File: config.mk
export PLATFORM = sky130hd
export DESIGN_NAME = lexical_token_classifier_flat
export DESIGN_NICKNAME = d
export VERILOG_FILES = /design/src/ltc_pkg.sv /design/src/ltc_if.sv /design/src/lexical_token_classifier.sv /design/src/ltc_front.sv /design/src/ltc_queue.sv /design/src/ltc_back.sv /design/src/flat_wrapper.sv
export SDC_FILE = /design/constraint.sdc
export NUM_CORES = 1
export LEC_CHECK = 0
export BUFFER_PORTS_ARGS = -buffer_cell sky130_fd_sc_hd__buf_2
export CAP_MARGIN = 15
export CORE_ASPECT_RATIO = 0.5
export CORE_MARGIN = 4
export CORE_UTILIZATION = 55
export DETAILED_ROUTE_END_ITERATION = 10
export GPL_TIMING_DRIVEN = 0
export PLACE_DENSITY = 0.8
export SLEW_MARGIN = 10
export SYNTH_ARGS = -nofsm -noshare
export SYNTH_HDL_FRONTEND = slang
export SYNTH_HIERARCHICAL = 1
export SYNTH_SLANG_ARGS = --single-unit
File: constraint.sdc
create_clock -name clk -period 10.8 [get_ports clk]
set_clock_uncertainty 0.05 [all_clocks]
set_input_delay 2.16 -clock clk [delete_from_list [all_inputs] [get_ports clk]]
set_output_delay 2.16 -clock clk [all_outputs]
set_load 0.01 [all_outputs]
File: src/ltc_pkg.sv
// Package for the lexical token classifier: token kinds, queue entry types,
// keyword tables and byte class functions. Depends on nothing else.
package ltc_pkg;

    localparam int unsigned MAX_TOKEN_LENGTH = 255;
    localparam int unsigned LEN_W            = $clog2(MAX_TOKEN_LENGTH + 1);
    localparam int unsigned NUM_KEYWORDS     = 10;
    localparam int unsigned KW_TEXT_BYTES    = 6;
    localparam int unsigned QUEUE_DEPTH      = 4;
    localparam int unsigned QPTR_W           = $clog2(QUEUE_DEPTH);
    localparam int unsigned QCNT_W           = $clog2(QUEUE_DEPTH + 1);

    typedef logic [LEN_W-1:0] len_t;

    typedef enum logic [2:0] {
        KIND_KEYWORD  = 3'd0,
        KIND_NUMBER   = 3'd1,
        KIND_IDENT    = 3'd2,
        KIND_OPERATOR = 3'd3,
        KIND_SYMBOL   = 3'd4
    } kind_t;

    typedef struct packed {
        logic        has_word;
        kind_t       word_kind;
        logic [7:0]  word_len;
        logic [3:0]  kw_index;
        logic        has_sym;
        kind_t       sym_kind;
        logic [7:0]  sym_char;
        logic        eol;
    } entry_t;

    typedef struct packed {
        logic   valid;
        entry_t entry;
    } q_head_t;

    function automatic logic [8*KW_TEXT_BYTES-1:0] kw_text(input logic [3:0] k);
        logic [8*KW_TEXT_BYTES-1:0] t;
        case (k)
            4'd0:    t = {"int", 24'd0};
            4'd1:    t = {"float", 8'd0};
            4'd2:    t = {"if", 32'd0};
            4'd3:    t = {"else", 16'd0};
            4'd4:    t = {"while", 8'd0};
            4'd5:    t = "return";
            4'd6:    t = {"for", 24'd0};
            4'd7:    t = {"char", 16'd0};
            4'd8:    t = "double";
            4'd9:    t = {"void", 16'd0};
            default: t = '0;
        endcase
        return t;
    endfunction

    function automatic logic [2:0] kw_len(input logic [3:0] k);
        logic [2:0] n;
        case (k)
            4'd0:    n = 3'd3;
            4'd1:    n = 3'd5;
            4'd2:    n = 3'd2;
            4'd3:    n = 3'd4;
            4'd4:    n = 3'd5;
            4'd5:    n = 3'd6;
            4'd6:    n = 3'd3;
            4'd7:    n = 3'd4;
            4'd8:    n = 3'd6;
            4'd9:    n = 3'd4;
            default: n = 3'd0;
        endcase
        return n;
    endfunction

    function automatic logic [7:0] kw_char(input logic [3:0] k, input logic [2:0] p);
        logic [8*KW_TEXT_BYTES-1:0] t;
        t = kw_text(k);
        if (p >= 3'(KW_TEXT_BYTES)) begin
            return 8'd0;
        end
        return t[8*KW_TEXT_BYTES-1 - 8*p -: 8];
    endfunction

    function automatic logic is_space(input logic [7:0] c);
        return c inside {8'd32, [8'd9:8'd13]};
    endfunction

    function automatic logic is_operator(input logic [7:0] c);
        return c inside {"+", "-", "*", "/", "=", "%", "<", ">", "!"};
    endfunction

    function automatic logic is_symbol(input logic [7:0] c);
        return c inside {"(", ")", ";", "{", "}", ","};
    endfunction

    function automatic logic is_digit(input logic [7:0] c);
        return c inside {["0":"9"]};
    endfunction

endpackage

File: src/ltc_if.sv
// Channel interfaces for the lexical token classifier: the byte input
// channel and the token output channel. No dependencies.
interface ltc_in_if;
    logic       valid;
    logic       ready;
    logic [7:0] char_code;
    logic       end_of_line;

    modport source (output valid, output char_code, output end_of_line, input ready);
    modport sink (input valid, input char_code, input end_of_line, output ready);
endinterface

interface ltc_out_if;
    logic       valid;
    logic       ready;
    logic [2:0] token_kind;
    logic [7:0] symbol_char;
    logic [7:0] token_length;
    logic [3:0] keyword_index;
    logic       last_of_run;
    logic       line_end;

    modport source (output valid, output token_kind, output symbol_char,
                    output token_length, output keyword_index, output last_of_run,
                    output line_end, input ready);
    modport sink (input valid, input token_kind, input symbol_char,
                  input token_length, input keyword_index, input last_of_run,
                  input line_end, output ready);
endinterface

File: src/lexical_token_classifier.sv
// Lexical token classifier top level: front end, run queue and back end.
// Depends on ltc_pkg, ltc_if, ltc_front, ltc_queue and ltc_back.
//
// The block takes one source byte per clock cycle on char_in while the run
// queue is not full and reports keyword, number, identifier, operator and
// symbol tokens on token_out. A byte that gives a result is written into the
// queue, and its first result is later loaded from the queue head into the
// output register. A byte that both ends a word and is an operator or symbol
// causes two results, which leave the block one after the other through the
// single output register; a four-entry queue between the front and back ends
// absorbs these bursts and any stall on token_out, so the input keeps accepting
// one byte per cycle as long as the long-run output rate keeps up. Keywords are
// recognized with a running candidate mask, so no token text is stored.
module lexical_token_classifier (
    input  logic       clk,
    input  logic       rst_n,
    ltc_in_if.sink     char_in,
    ltc_out_if.source  token_out
);

    logic              push;
    logic              full;
    logic              pop;
    ltc_pkg::entry_t   push_entry;
    ltc_pkg::q_head_t  head;

    ltc_front u_front (
        .clk        (clk),
        .rst_n      (rst_n),
        .char_in    (char_in),
        .full       (full),
        .push       (push),
        .push_entry (push_entry)
    );

    ltc_queue u_queue (
        .clk        (clk),
        .rst_n      (rst_n),
        .push       (push),
        .push_entry (push_entry),
        .full       (full),
        .pop        (pop),
        .head       (head)
    );

    ltc_back u_back (
        .clk       (clk),
        .rst_n     (rst_n),
        .head      (head),
        .pop       (pop),
        .token_out (token_out)
    );

endmodule

File: src/ltc_front.sv
// Front end: accepts bytes, tracks the pending word and classifies it.
// Depends on ltc_pkg and ltc_in_if.
module ltc_front (
    input  logic              clk,
    input  logic              rst_n,
    ltc_in_if.sink            char_in,
    input  logic              full,
    output logic              push,
    output ltc_pkg::entry_t   push_entry
);

    logic [ltc_pkg::NUM_KEYWORDS-1:0] cand_reg, cand_next;
    ltc_pkg::len_t                    len_reg, len_next;
    logic                             digits_reg, digits_next;

    always_comb
    begin
        logic [7:0]                       c;
        logic                             eol;
        logic                             accept;
        logic                             sp, op, sy, other;
        logic [ltc_pkg::NUM_KEYWORDS-1:0] mask, keep, fl_cand;
        ltc_pkg::len_t                    ext_len, fl_len;
        logic                             ext_digits, fl_digits, do_flush;
        ltc_pkg::kind_t                   wkind;
        logic [3:0]                       kwi;

        c      = char_in.char_code;
        eol    = char_in.end_of_line;
        accept = char_in.valid && !full;
        sp     = ltc_pkg::is_space(c);
        op     = ltc_pkg::is_operator(c);
        sy     = ltc_pkg::is_symbol(c);
        other  = !sp && !op && !sy;

        mask = (len_reg == '0) ? '1 : cand_reg;
        for (int k = 0; k < ltc_pkg::NUM_KEYWORDS; k++) begin
            keep[k] = mask[k]
                && (len_reg < ltc_pkg::LEN_W'(ltc_pkg::kw_len(4'(k))))
                && (ltc_pkg::kw_char(4'(k), len_reg[2:0]) == c);
        end
        ext_len    = (32'(len_reg) < ltc_pkg::MAX_TOKEN_LENGTH) ? len_reg + 1'b1 : len_reg;
        ext_digits = digits_reg && ltc_pkg::is_digit(c);

        if (other) begin
            fl_cand   = keep;
            fl_len    = ext_len;
            fl_digits = ext_digits;
            do_flush  = eol;
        end
        else begin
            fl_cand   = cand_reg;
            fl_len    = len_reg;
            fl_digits = digits_reg;
            do_flush  = (len_reg != '0);
        end

        wkind = fl_digits ? ltc_pkg::KIND_NUMBER : ltc_pkg::KIND_IDENT;
        kwi   = 4'd0;
        for (int k = ltc_pkg::NUM_KEYWORDS - 1; k >= 0; k--) begin
            if (fl_cand[k] && (fl_len == ltc_pkg::LEN_W'(ltc_pkg::kw_len(4'(k))))) begin
                wkind = ltc_pkg::KIND_KEYWORD;
                kwi   = 4'(k);
            end
        end

        push_entry.has_word  = do_flush;
        push_entry.word_kind = wkind;
        push_entry.word_len  = (32'(fl_len) > 32'd255) ? 8'hFF : 8'(fl_len);
        push_entry.kw_index  = (wkind == ltc_pkg::KIND_KEYWORD) ? kwi : 4'd0;
        push_entry.has_sym   = op || sy;
        push_entry.sym_kind  = op ? ltc_pkg::KIND_OPERATOR : ltc_pkg::KIND_SYMBOL;
        push_entry.sym_char  = c;
        push_entry.eol       = eol;

        char_in.ready = !full;
        push          = accept && (do_flush || op || sy);

        cand_next   = cand_reg;
        len_next    = len_reg;
        digits_next = digits_reg;
        if (accept) begin
            if (other && !eol) begin
                cand_next   = keep;
                len_next    = ext_len;
                digits_next = ext_digits;
            end
            else begin
                cand_next   = '0;
                len_next    = '0;
                digits_next = 1'b1;
            end
        end
    end

    always_ff @(posedge clk or negedge rst_n)
    begin
        if (!rst_n) begin
            cand_reg   <= '0;
            len_reg    <= '0;
            digits_reg <= 1'b1;
        end
        else begin
            cand_reg   <= cand_next;
            len_reg    <= len_next;
            digits_reg <= digits_next;
        end
    end

endmodule

File: src/ltc_queue.sv
// Short queue of classified runs between the front and back ends.
// Depends on ltc_pkg.
module ltc_queue (
    input  logic              clk,
    input  logic              rst_n,
    input  logic              push,
    input  ltc_pkg::entry_t   push_entry,
    output logic              full,
    input  logic              pop,
    output ltc_pkg::q_head_t  head
);

    ltc_pkg::entry_t                  mem [ltc_pkg::QUEUE_DEPTH];
    logic [ltc_pkg::QPTR_W-1:0]       wr_ptr_reg, wr_ptr_next;
    logic [ltc_pkg::QPTR_W-1:0]       rd_ptr_reg, rd_ptr_next;
    logic [ltc_pkg::QCNT_W-1:0]       count_reg, count_next;
    logic                             do_push, do_pop;

    always_comb
    begin
        full       = (count_reg == ltc_pkg::QCNT_W'(ltc_pkg::QUEUE_DEPTH));
        head.valid = (count_reg != '0);
        head.entry = mem[rd_ptr_reg];
        do_push    = push && !full;
        do_pop     = pop && head.valid;

        wr_ptr_next = wr_ptr_reg;
        rd_ptr_next = rd_ptr_reg;
        if (do_push) begin
            wr_ptr_next = (wr_ptr_reg == ltc_pkg::QPTR_W'(ltc_pkg::QUEUE_DEPTH - 1))
                        ? '0 : wr_ptr_reg + 1'b1;
        end
        if (do_pop) begin
            rd_ptr_next = (rd_ptr_reg == ltc_pkg::QPTR_W'(ltc_pkg::QUEUE_DEPTH - 1))
                        ? '0 : rd_ptr_reg + 1'b1;
        end
        count_next = count_reg + ltc_pkg::QCNT_W'(do_push) - ltc_pkg::QCNT_W'(do_pop);
    end

    always_ff @(posedge clk)
    begin
        if (do_push) begin
            mem[wr_ptr_reg] <= push_entry;
        end
    end

    always_ff @(posedge clk or negedge rst_n)
    begin
        if (!rst_n) begin
            wr_ptr_reg <= '0;
            rd_ptr_reg <= '0;
            count_reg  <= '0;
        end
        else begin
            wr_ptr_reg <= wr_ptr_next;
            rd_ptr_reg <= rd_ptr_next;
            count_reg  <= count_next;
        end
    end

endmodule

File: src/ltc_back.sv
// Back end: splits each queued run into word and symbol results and
// holds them in the output register. Depends on ltc_pkg and ltc_out_if.
module ltc_back (
    input  logic              clk,
    input  logic              rst_n,
    input  ltc_pkg::q_head_t  head,
    output logic              pop,
    ltc_out_if.source         token_out
);

    logic           valid_reg, valid_next;
    logic           word_done_reg, word_done_next;
    ltc_pkg::kind_t kind_reg, kind_next;
    logic [7:0]     sym_reg, sym_next;
    logic [7:0]     len_reg, len_next;
    logic [3:0]     kw_reg, kw_next;
    logic           last_reg, last_next;
    logic           line_end_reg, line_end_next;

    always_comb
    begin
        logic load;
        logic emit_word;
        logic last;

        load      = !valid_reg || token_out.ready;
        emit_word = head.entry.has_word && !word_done_reg;
        last      = emit_word ? !head.entry.has_sym : 1'b1;

        valid_next     = valid_reg;
        word_done_next = word_done_reg;
        kind_next      = kind_reg;
        sym_next       = sym_reg;
        len_next       = len_reg;
        kw_next        = kw_reg;
        last_next      = last_reg;
        line_end_next  = line_end_reg;
        pop            = 1'b0;

        if (load) begin
            valid_next = head.valid;
            if (head.valid) begin
                if (emit_word) begin
                    kind_next = head.entry.word_kind;
                    sym_next  = 8'd0;
                    len_next  = head.entry.word_len;
                    kw_next   = head.entry.kw_index;
                end
                else begin
                    kind_next = head.entry.sym_kind;
                    sym_next  = head.entry.sym_char;
                    len_next  = 8'd1;
                    kw_next   = 4'd0;
                end
                last_next      = last;
                line_end_next  = last && head.entry.eol;
                pop            = last;
                word_done_next = !last;
            end
        end

        token_out.valid         = valid_reg;
        token_out.token_kind    = kind_reg;
        token_out.symbol_char   = sym_reg;
        token_out.token_length  = len_reg;
        token_out.keyword_index = kw_reg;
        token_out.last_of_run   = last_reg;
        token_out.line_end      = line_end_reg;
    end

    always_ff @(posedge clk or negedge rst_n)
    begin
        if (!rst_n) begin
            valid_reg     <= 1'b0;
            word_done_reg <= 1'b0;
        end
        else begin
            valid_reg     <= valid_next;
            word_done_reg <= word_done_next;
        end
    end

    always_ff @(posedge clk)
    begin
        kind_reg     <= kind_next;
        sym_reg      <= sym_next;
        len_reg      <= len_next;
        kw_reg       <= kw_next;
        last_reg     <= last_next;
        line_end_reg <= line_end_next;
    end

    // A half-emitted run must still be at the head and must still owe its symbol.
    a_word_done_head: assert property (@(posedge clk) disable iff (!rst_n)
        word_done_reg |-> head.valid && head.entry.has_word && head.entry.has_sym)
        else $error("word half of a run sent but head does not hold its symbol");

    a_line_end_last: assert property (@(posedge clk) disable iff (!rst_n)
        valid_reg && line_end_reg |-> last_reg)
        else $error("line end flagged on a result that is not last of its run");

    a_symbol_fields: assert property (@(posedge clk) disable iff (!rst_n)
        valid_reg && (kind_reg == ltc_pkg::KIND_OPERATOR || kind_reg == ltc_pkg::KIND_SYMBOL)
        |-> len_reg == 8'd1 && kw_reg == 4'd0 && last_reg)
        else $error("operator or symbol result with bad length, index or run flag");

    a_pop_clears: assert property (@(posedge clk) disable iff (!rst_n)
        pop |=> !word_done_reg)
        else $error("run removed from queue while its word half is still marked");

endmodule
File: src/flat_wrapper.sv
// flat-port wrapper written by rule: the top's interface ports become plain ports
module lexical_token_classifier_flat 
  (clk, rst_n, char_in_valid, char_in_char_code, char_in_end_of_line, char_in_ready, token_out_valid, token_out_token_kind, token_out_symbol_char, token_out_token_length, token_out_keyword_index, token_out_last_of_run, token_out_line_end, token_out_ready);
  ltc_in_if char_in_i ();
  ltc_out_if token_out_i ();
  input  logic clk;
  input  logic rst_n;
  input wire logic [$bits(char_in_i.valid)-1:0] char_in_valid;
  input wire logic [$bits(char_in_i.char_code)-1:0] char_in_char_code;
  input wire logic [$bits(char_in_i.end_of_line)-1:0] char_in_end_of_line;
  output wire logic [$bits(char_in_i.ready)-1:0] char_in_ready;
  output wire logic [$bits(token_out_i.valid)-1:0] token_out_valid;
  output wire logic [$bits(token_out_i.token_kind)-1:0] token_out_token_kind;
  output wire logic [$bits(token_out_i.symbol_char)-1:0] token_out_symbol_char;
  output wire logic [$bits(token_out_i.token_length)-1:0] token_out_token_length;
  output wire logic [$bits(token_out_i.keyword_index)-1:0] token_out_keyword_index;
  output wire logic [$bits(token_out_i.last_of_run)-1:0] token_out_last_of_run;
  output wire logic [$bits(token_out_i.line_end)-1:0] token_out_line_end;
  input wire logic [$bits(token_out_i.ready)-1:0] token_out_ready;
  assign char_in_i.valid = char_in_valid;
  assign char_in_i.char_code = char_in_char_code;
  assign char_in_i.end_of_line = char_in_end_of_line;
  assign char_in_ready = char_in_i.ready;
  assign token_out_valid = token_out_i.valid;
  assign token_out_token_kind = token_out_i.token_kind;
  assign token_out_symbol_char = token_out_i.symbol_char;
  assign token_out_token_length = token_out_i.token_length;
  assign token_out_keyword_index = token_out_i.keyword_index;
  assign token_out_last_of_run = token_out_i.last_of_run;
  assign token_out_line_end = token_out_i.line_end;
  assign token_out_i.ready = token_out_ready;
  lexical_token_classifier u_core (.clk(clk), .rst_n(rst_n), .char_in(char_in_i), .token_out(token_out_i));
endmodule
# Yosys cells after proc, flatten, opt, wreduce, memory -nomap -nowiden
# Memory sizes are Yosys's and may differ from the RTL's.
# Index checks and enable logic that the tools add are counted.
[word_totals] reg_bits=53 mem_bits_rw=116 input_bits=13 out_inout_bits=27 wordCells=191 memories=1
[memory_table] memory="u_core.u_queue.mem" depth=4 word_bits=29 rd=1 rd_clocked_by_memory_dff=0 write_ports=1 line="ltc_queue.sv:13" rtl="ltc_pkg::entry_t mem [ltc_pkg::QUEUE_DEPTH];"
[classes] addsub=6 order_cmp=11 n_eq_ne=34 shift=10 mux=52 reduce_logical=63
[op_table] op="55-bit by 33-bit variable part select with 8-bit output (first input constant)" n=10
[op_table] op="8-bit by 6-bit equality test with 1-bit output (second input constant)" n=14
[op_table] op="8-bit 2-to-1 mux" n=14
[op_table] op="8-bit equality test" n=10
[op_table] op="4-bit 2-to-1 mux" n=11
[op_table] op="1-bit logical AND" n=42
[op_table] op="3-bit 2-to-1 mux" n=11
[op_table] op="10-bit 2-to-1 mux" n=3
[op_table] op="8-bit by 3-bit equality test with 1-bit output (second input constant)" n=3
[op_table] op="8-bit by 3-bit < comparator with 1-bit output (second input constant)" n=3
[op_table] op="8-bit by 2-bit equality test with 1-bit output (second input constant)" n=2
[op_table] op="8-bit by 7-bit equality test with 1-bit output (second input constant)" n=2
[op_table] op="8-bit by 2-bit < comparator with 1-bit output (second input constant)" n=2
[op_table] op="1-bit zero test" n=9
[op_table] op="1-bit 2-to-1 mux" n=9
[op_table] op="9-bit nonzero test" n=1
[op_table] op="8-bit by 1-bit adder with 8-bit output (second input constant)" n=1
[op_table] op="8-bit by 4-bit >= comparator with 1-bit output (second input constant)" n=1
[op_table] op="8-bit by 6-bit >= comparator with 1-bit output (second input constant)" n=1
[op_table] op="8-bit by 4-bit <= comparator with 1-bit output (second input constant)" n=1
[op_table] op="8-bit by 6-bit <= comparator with 1-bit output (second input constant)" n=1
[op_table] op="8-bit zero test" n=1
[op_table] op="8-bit < comparator (second input constant)" n=1
[op_table] op="2-bit 2-to-1 mux" n=4
[op_table] op="other kinds (14)" n=19

# Logic depth before layout (Yosys ltp)
[logic_depth] word_depth=21 depth_mapped=18 depth_no_buf=16

# Modules after synthesis
# The synthesis kept the hierarchy.
[modules_own_cells] mod="ltc_queue" instances=1 cells_each=193 area_each_um2=4687.0
[modules_own_cells] mod="ltc_front" instances=1 cells_each=438 area_each_um2=3049.2
[modules_own_cells] mod="ltc_back" instances=1 cells_each=63 area_each_um2=1066.0

# Worst setup path before layout
# No wires, ideal clock.
[synth_path] path_type="input -> register" start="input char_in_char_code[3]" end="register u_core/u_queue/count_reg[2] (netlist bit)" setup_ns=0.133 t_arrival_ns=5.170 setup_slack_ns=5.447 cell_stages=18 path_cell_list="buf_2 > inv_2 > a2111oi_0 > a22oi_1 > nand3_1 > clkbuf_1 > nor2_1 > a21oi_1 > nor2_1 > nor2_1 > nand2b_1 > ha_1 > inv_1 > ha_1 > inv_1 > fa_1 > xnor2_1 > xnor2_1"
[synth_rtl] element="from (decl)" line="flat_wrapper.sv:9" rtl="input wire logic [$bits(char_in_i.char_code)-1:0] char_in_char_code;"
[synth_rtl] element="to (signal assigned)" line="ltc_queue.sv:57" rtl="count_reg <= count_next;"
[synth_rtl] element="to (decl)" line="ltc_queue.sv:16" rtl="logic [ltc_pkg::QCNT_W-1:0] count_reg, count_next;"

==> metrics.txt <==
main combinational cell family by area after synthesis simple AND/OR/NAND/NOR gates; Syn Nets 721; # diodes 0; global-route wire length before repair 33620 um; Post-synth EDFFs 141; Final Cycle Share 55.39%; LEAKAGE 3.541 nW; crit path capture type flip-flop; drt initial violations 680; DP Worst Slack 4586 ps; routed vias 6123; post-synthesis compound-gate area fraction 10.49%; initial antenna violation count 1; Max Cap Viol 0; PortBufs 37; fin. max-slew vios 0; total power 0.002546 W; max reg flops 116; peak supply drop 0.1373 mV; worst path required time 11090 ps; minimum clock period 5982 ps; Power Dens Cells 258.9 mW/mm^2; CTS Buffer Depth 2; Cells after Synth 694; worst path arrival time 6270 ps; final hold violation count 0; post-route ant nets 0; setup repair after global routing missed its margin no; Wirelength per Cell 21.96 um; f_max 0.1672 GHz; Root Buffer clkbuf_16; CTS buffer count 17; Die H 97.46 um; outcome completed; Worst Tran Pin Value 1151 ps; NumNets Final 777; GRT Overall Usage 23.75%; Yosys reg bits 169; fraction of synthesized area in multiplexers 9.780%; layout cell share with drive strength beyond 1 21.23%; Syn-to-layout area delta 11.76%; die area 0.01821 mm^2; Routed Wire Length 21230 um; top_reg_cell synth edfxtp_1; setup repair bufs after CTS 0; final setup fails 0; DRC Markers 0; most common cell after layout, fill and taps aside edfxtp_1; CTS sink cnt 169; Worst-path clk slew 70 ps; Post-Synth XOR/XNOR Area 3.070%; # fillers 1119; Core Region 0.01553 mm^2; Post-CTS Resized 0; Final Worst Setup Slack 4818 ps; worst-skew pair later-pin latency 420 ps; Post-synth ARST share 16.57%; gpl congestion 0.9675; most frequent cells in the layout edfxtp_1, buf_2, nand2_1, nor2_1, o21ai_0; die width 186.9 um; global route total overflow 0; initial core utilization 56.66%; H-tree depth 4; crit path kind input pin to flip-flop; Synthesis Warnings 6; vias in the first global route 5875; Post-Synth Simple-Gate Area 13.86%; maximum number of pins on one net before global-route repair 30; Hold Crit Class flip-flop to flip-flop; CTS tree done; Unique masters post-synth 85; register area share after synthesis 56.08%; crit path launch type input pin; DP Wirelength 14210 um; I/O pin cnt 40; Syn Area/Cell 12.68 um^2; Fin Setup TNS 0 ps; Slew headroom 22.65%; fin util 63.32%; vias per cell 6.332; hold_buf cts 0; Row Count 32; drt pass-1 iters 5; Post-Synth Adder-Cell Area 2.075%; CP max FO 10; synthesized cell area 0.008802 mm^2
==> synth_stat cells, types with 6 or more instances <==
master / count / share of area, %
a211oi_1: 7 / 0.60
a21oi_1: 28 / 1.6
a31oi_1: 11 / 0.78
a32oi_1: 6 / 0.60
and2_1: 13 / 0.92
and3b_1: 6 / 0.60
buf_1: 7 / 0.30
buf_2: 15 / 0.85
buf_4: 11 / 0.94
buf_6: 8 / 1.0
clkbuf_1: 18 / 0.77
dfrtp_1: 27 / 7.7
edfxtp_1: 141 / 48
ha_1: 13 / 1.8
inv_1: 15 / 0.64
mux2i_1: 8 / 0.91
mux4_2: 28 / 7.2
nand2_1: 51 / 2.2
nand2b_1: 17 / 1.2
nand3_1: 16 / 0.91
nor2_1: 46 / 2.0
nor2b_1: 14 / 0.99
nor3_1: 14 / 0.80
o21ai_0: 30 / 1.7
o31ai_1: 6 / 0.51
xnor2_1: 25 / 2.5
==> final timing paths <==
kind / startpoint / end / slack [ps] / cells after the start
hold / removal: u_core/u_front/digits_reg / u_core/u_front/digits_reg / 460 / 2
setup / recovery: char_in_char_code[2] / u_core/u_queue/count_reg[2] / 4820 / 18
max in group asynchronous: rst_n / u_core/u_front/cand_reg[4] / 8540 / 1
min in group asynchronous: rst_n / u_core/u_queue/count_reg[1] / 1720 / 1
hold reg to reg: u_core/u_front/digits_reg / u_core/u_front/digits_reg / 460 / 2
setup reg to reg: u_core/u_front/len_reg[1] / u_core/u_queue/mem[1][16] / 5930 / 14
==> per-layer routing <==
metal	vias to the layer above	GRT usage [%]	share of wire, %
li1	2749	-	-
met1	3008	32.84	42
met2	328	38.46	48
met3	36	5.564	8.4
met4	2	6.190	1.6
met5	-	0	0.061
==> layout make-up <==
type,instances,area (um^2),area share [%]
clock inverters,14,160.2,1.628
clock buffers,18,429.2,4.363
multi-input cells,449,3466,35.23
flip-flops and latches,169,4936,50.18
repair buffers,37,185.2,1.882
plain buffers,59,341.6,3.472
well taps,204,255.2,2.595
inverters,17,63.81,0.6487
==> metrics by stage <==
| stage | instances | hold slack (ps) | instance area, um^2 |
|---|---|---|---|
| final | 967 | 462.7 | 9837 |
| after global placement | 935 | 437.3 | 9243 |
| after floorplan | 694 | 416.0 | 8802 |
| after detailed placement | 935 | 453.9 | 9248 |
| after global routing | 967 | 499.8 | 9837 |
| after CTS | 967 | 463.7 | 9837 |
==> critical path: stages <==
cell and delay [ps]:
buf_2 120, buf_2 190, a2111oi_0 460, a22oi_1 170
nand3_1 250, clkbuf_1 430, nor2_1 160, a21oi_1 400
nor2_1 80, nor2_1 360, nand2b_1 120, ha_1 320
inv_1 60, ha_1 130, inv_1 50, fa_1 400
xnor2_1 250, xnor2_1 160
==> report_power, final <==
part	leakage (nW)	internal, W	switching [W]
logic	1.59	0.000438	0.000586
registers	1.68	0.000868	0.0000603
clock network	0.277	0.000328	0.000266
total	3.54	0.00163	0.000912
==> cells by family (layout without fill, tap and decap cells) <==
kind of cell	count (synthesis)	count (layout)
fa+ha+maj	14	14
flops	169	169
buf+inv	76	145
other cells	1	1
simple gates	224	224
xor+xnor	30	30
compound gates	134	134
mux	46	46
Power figures use the tool's default switching activity.
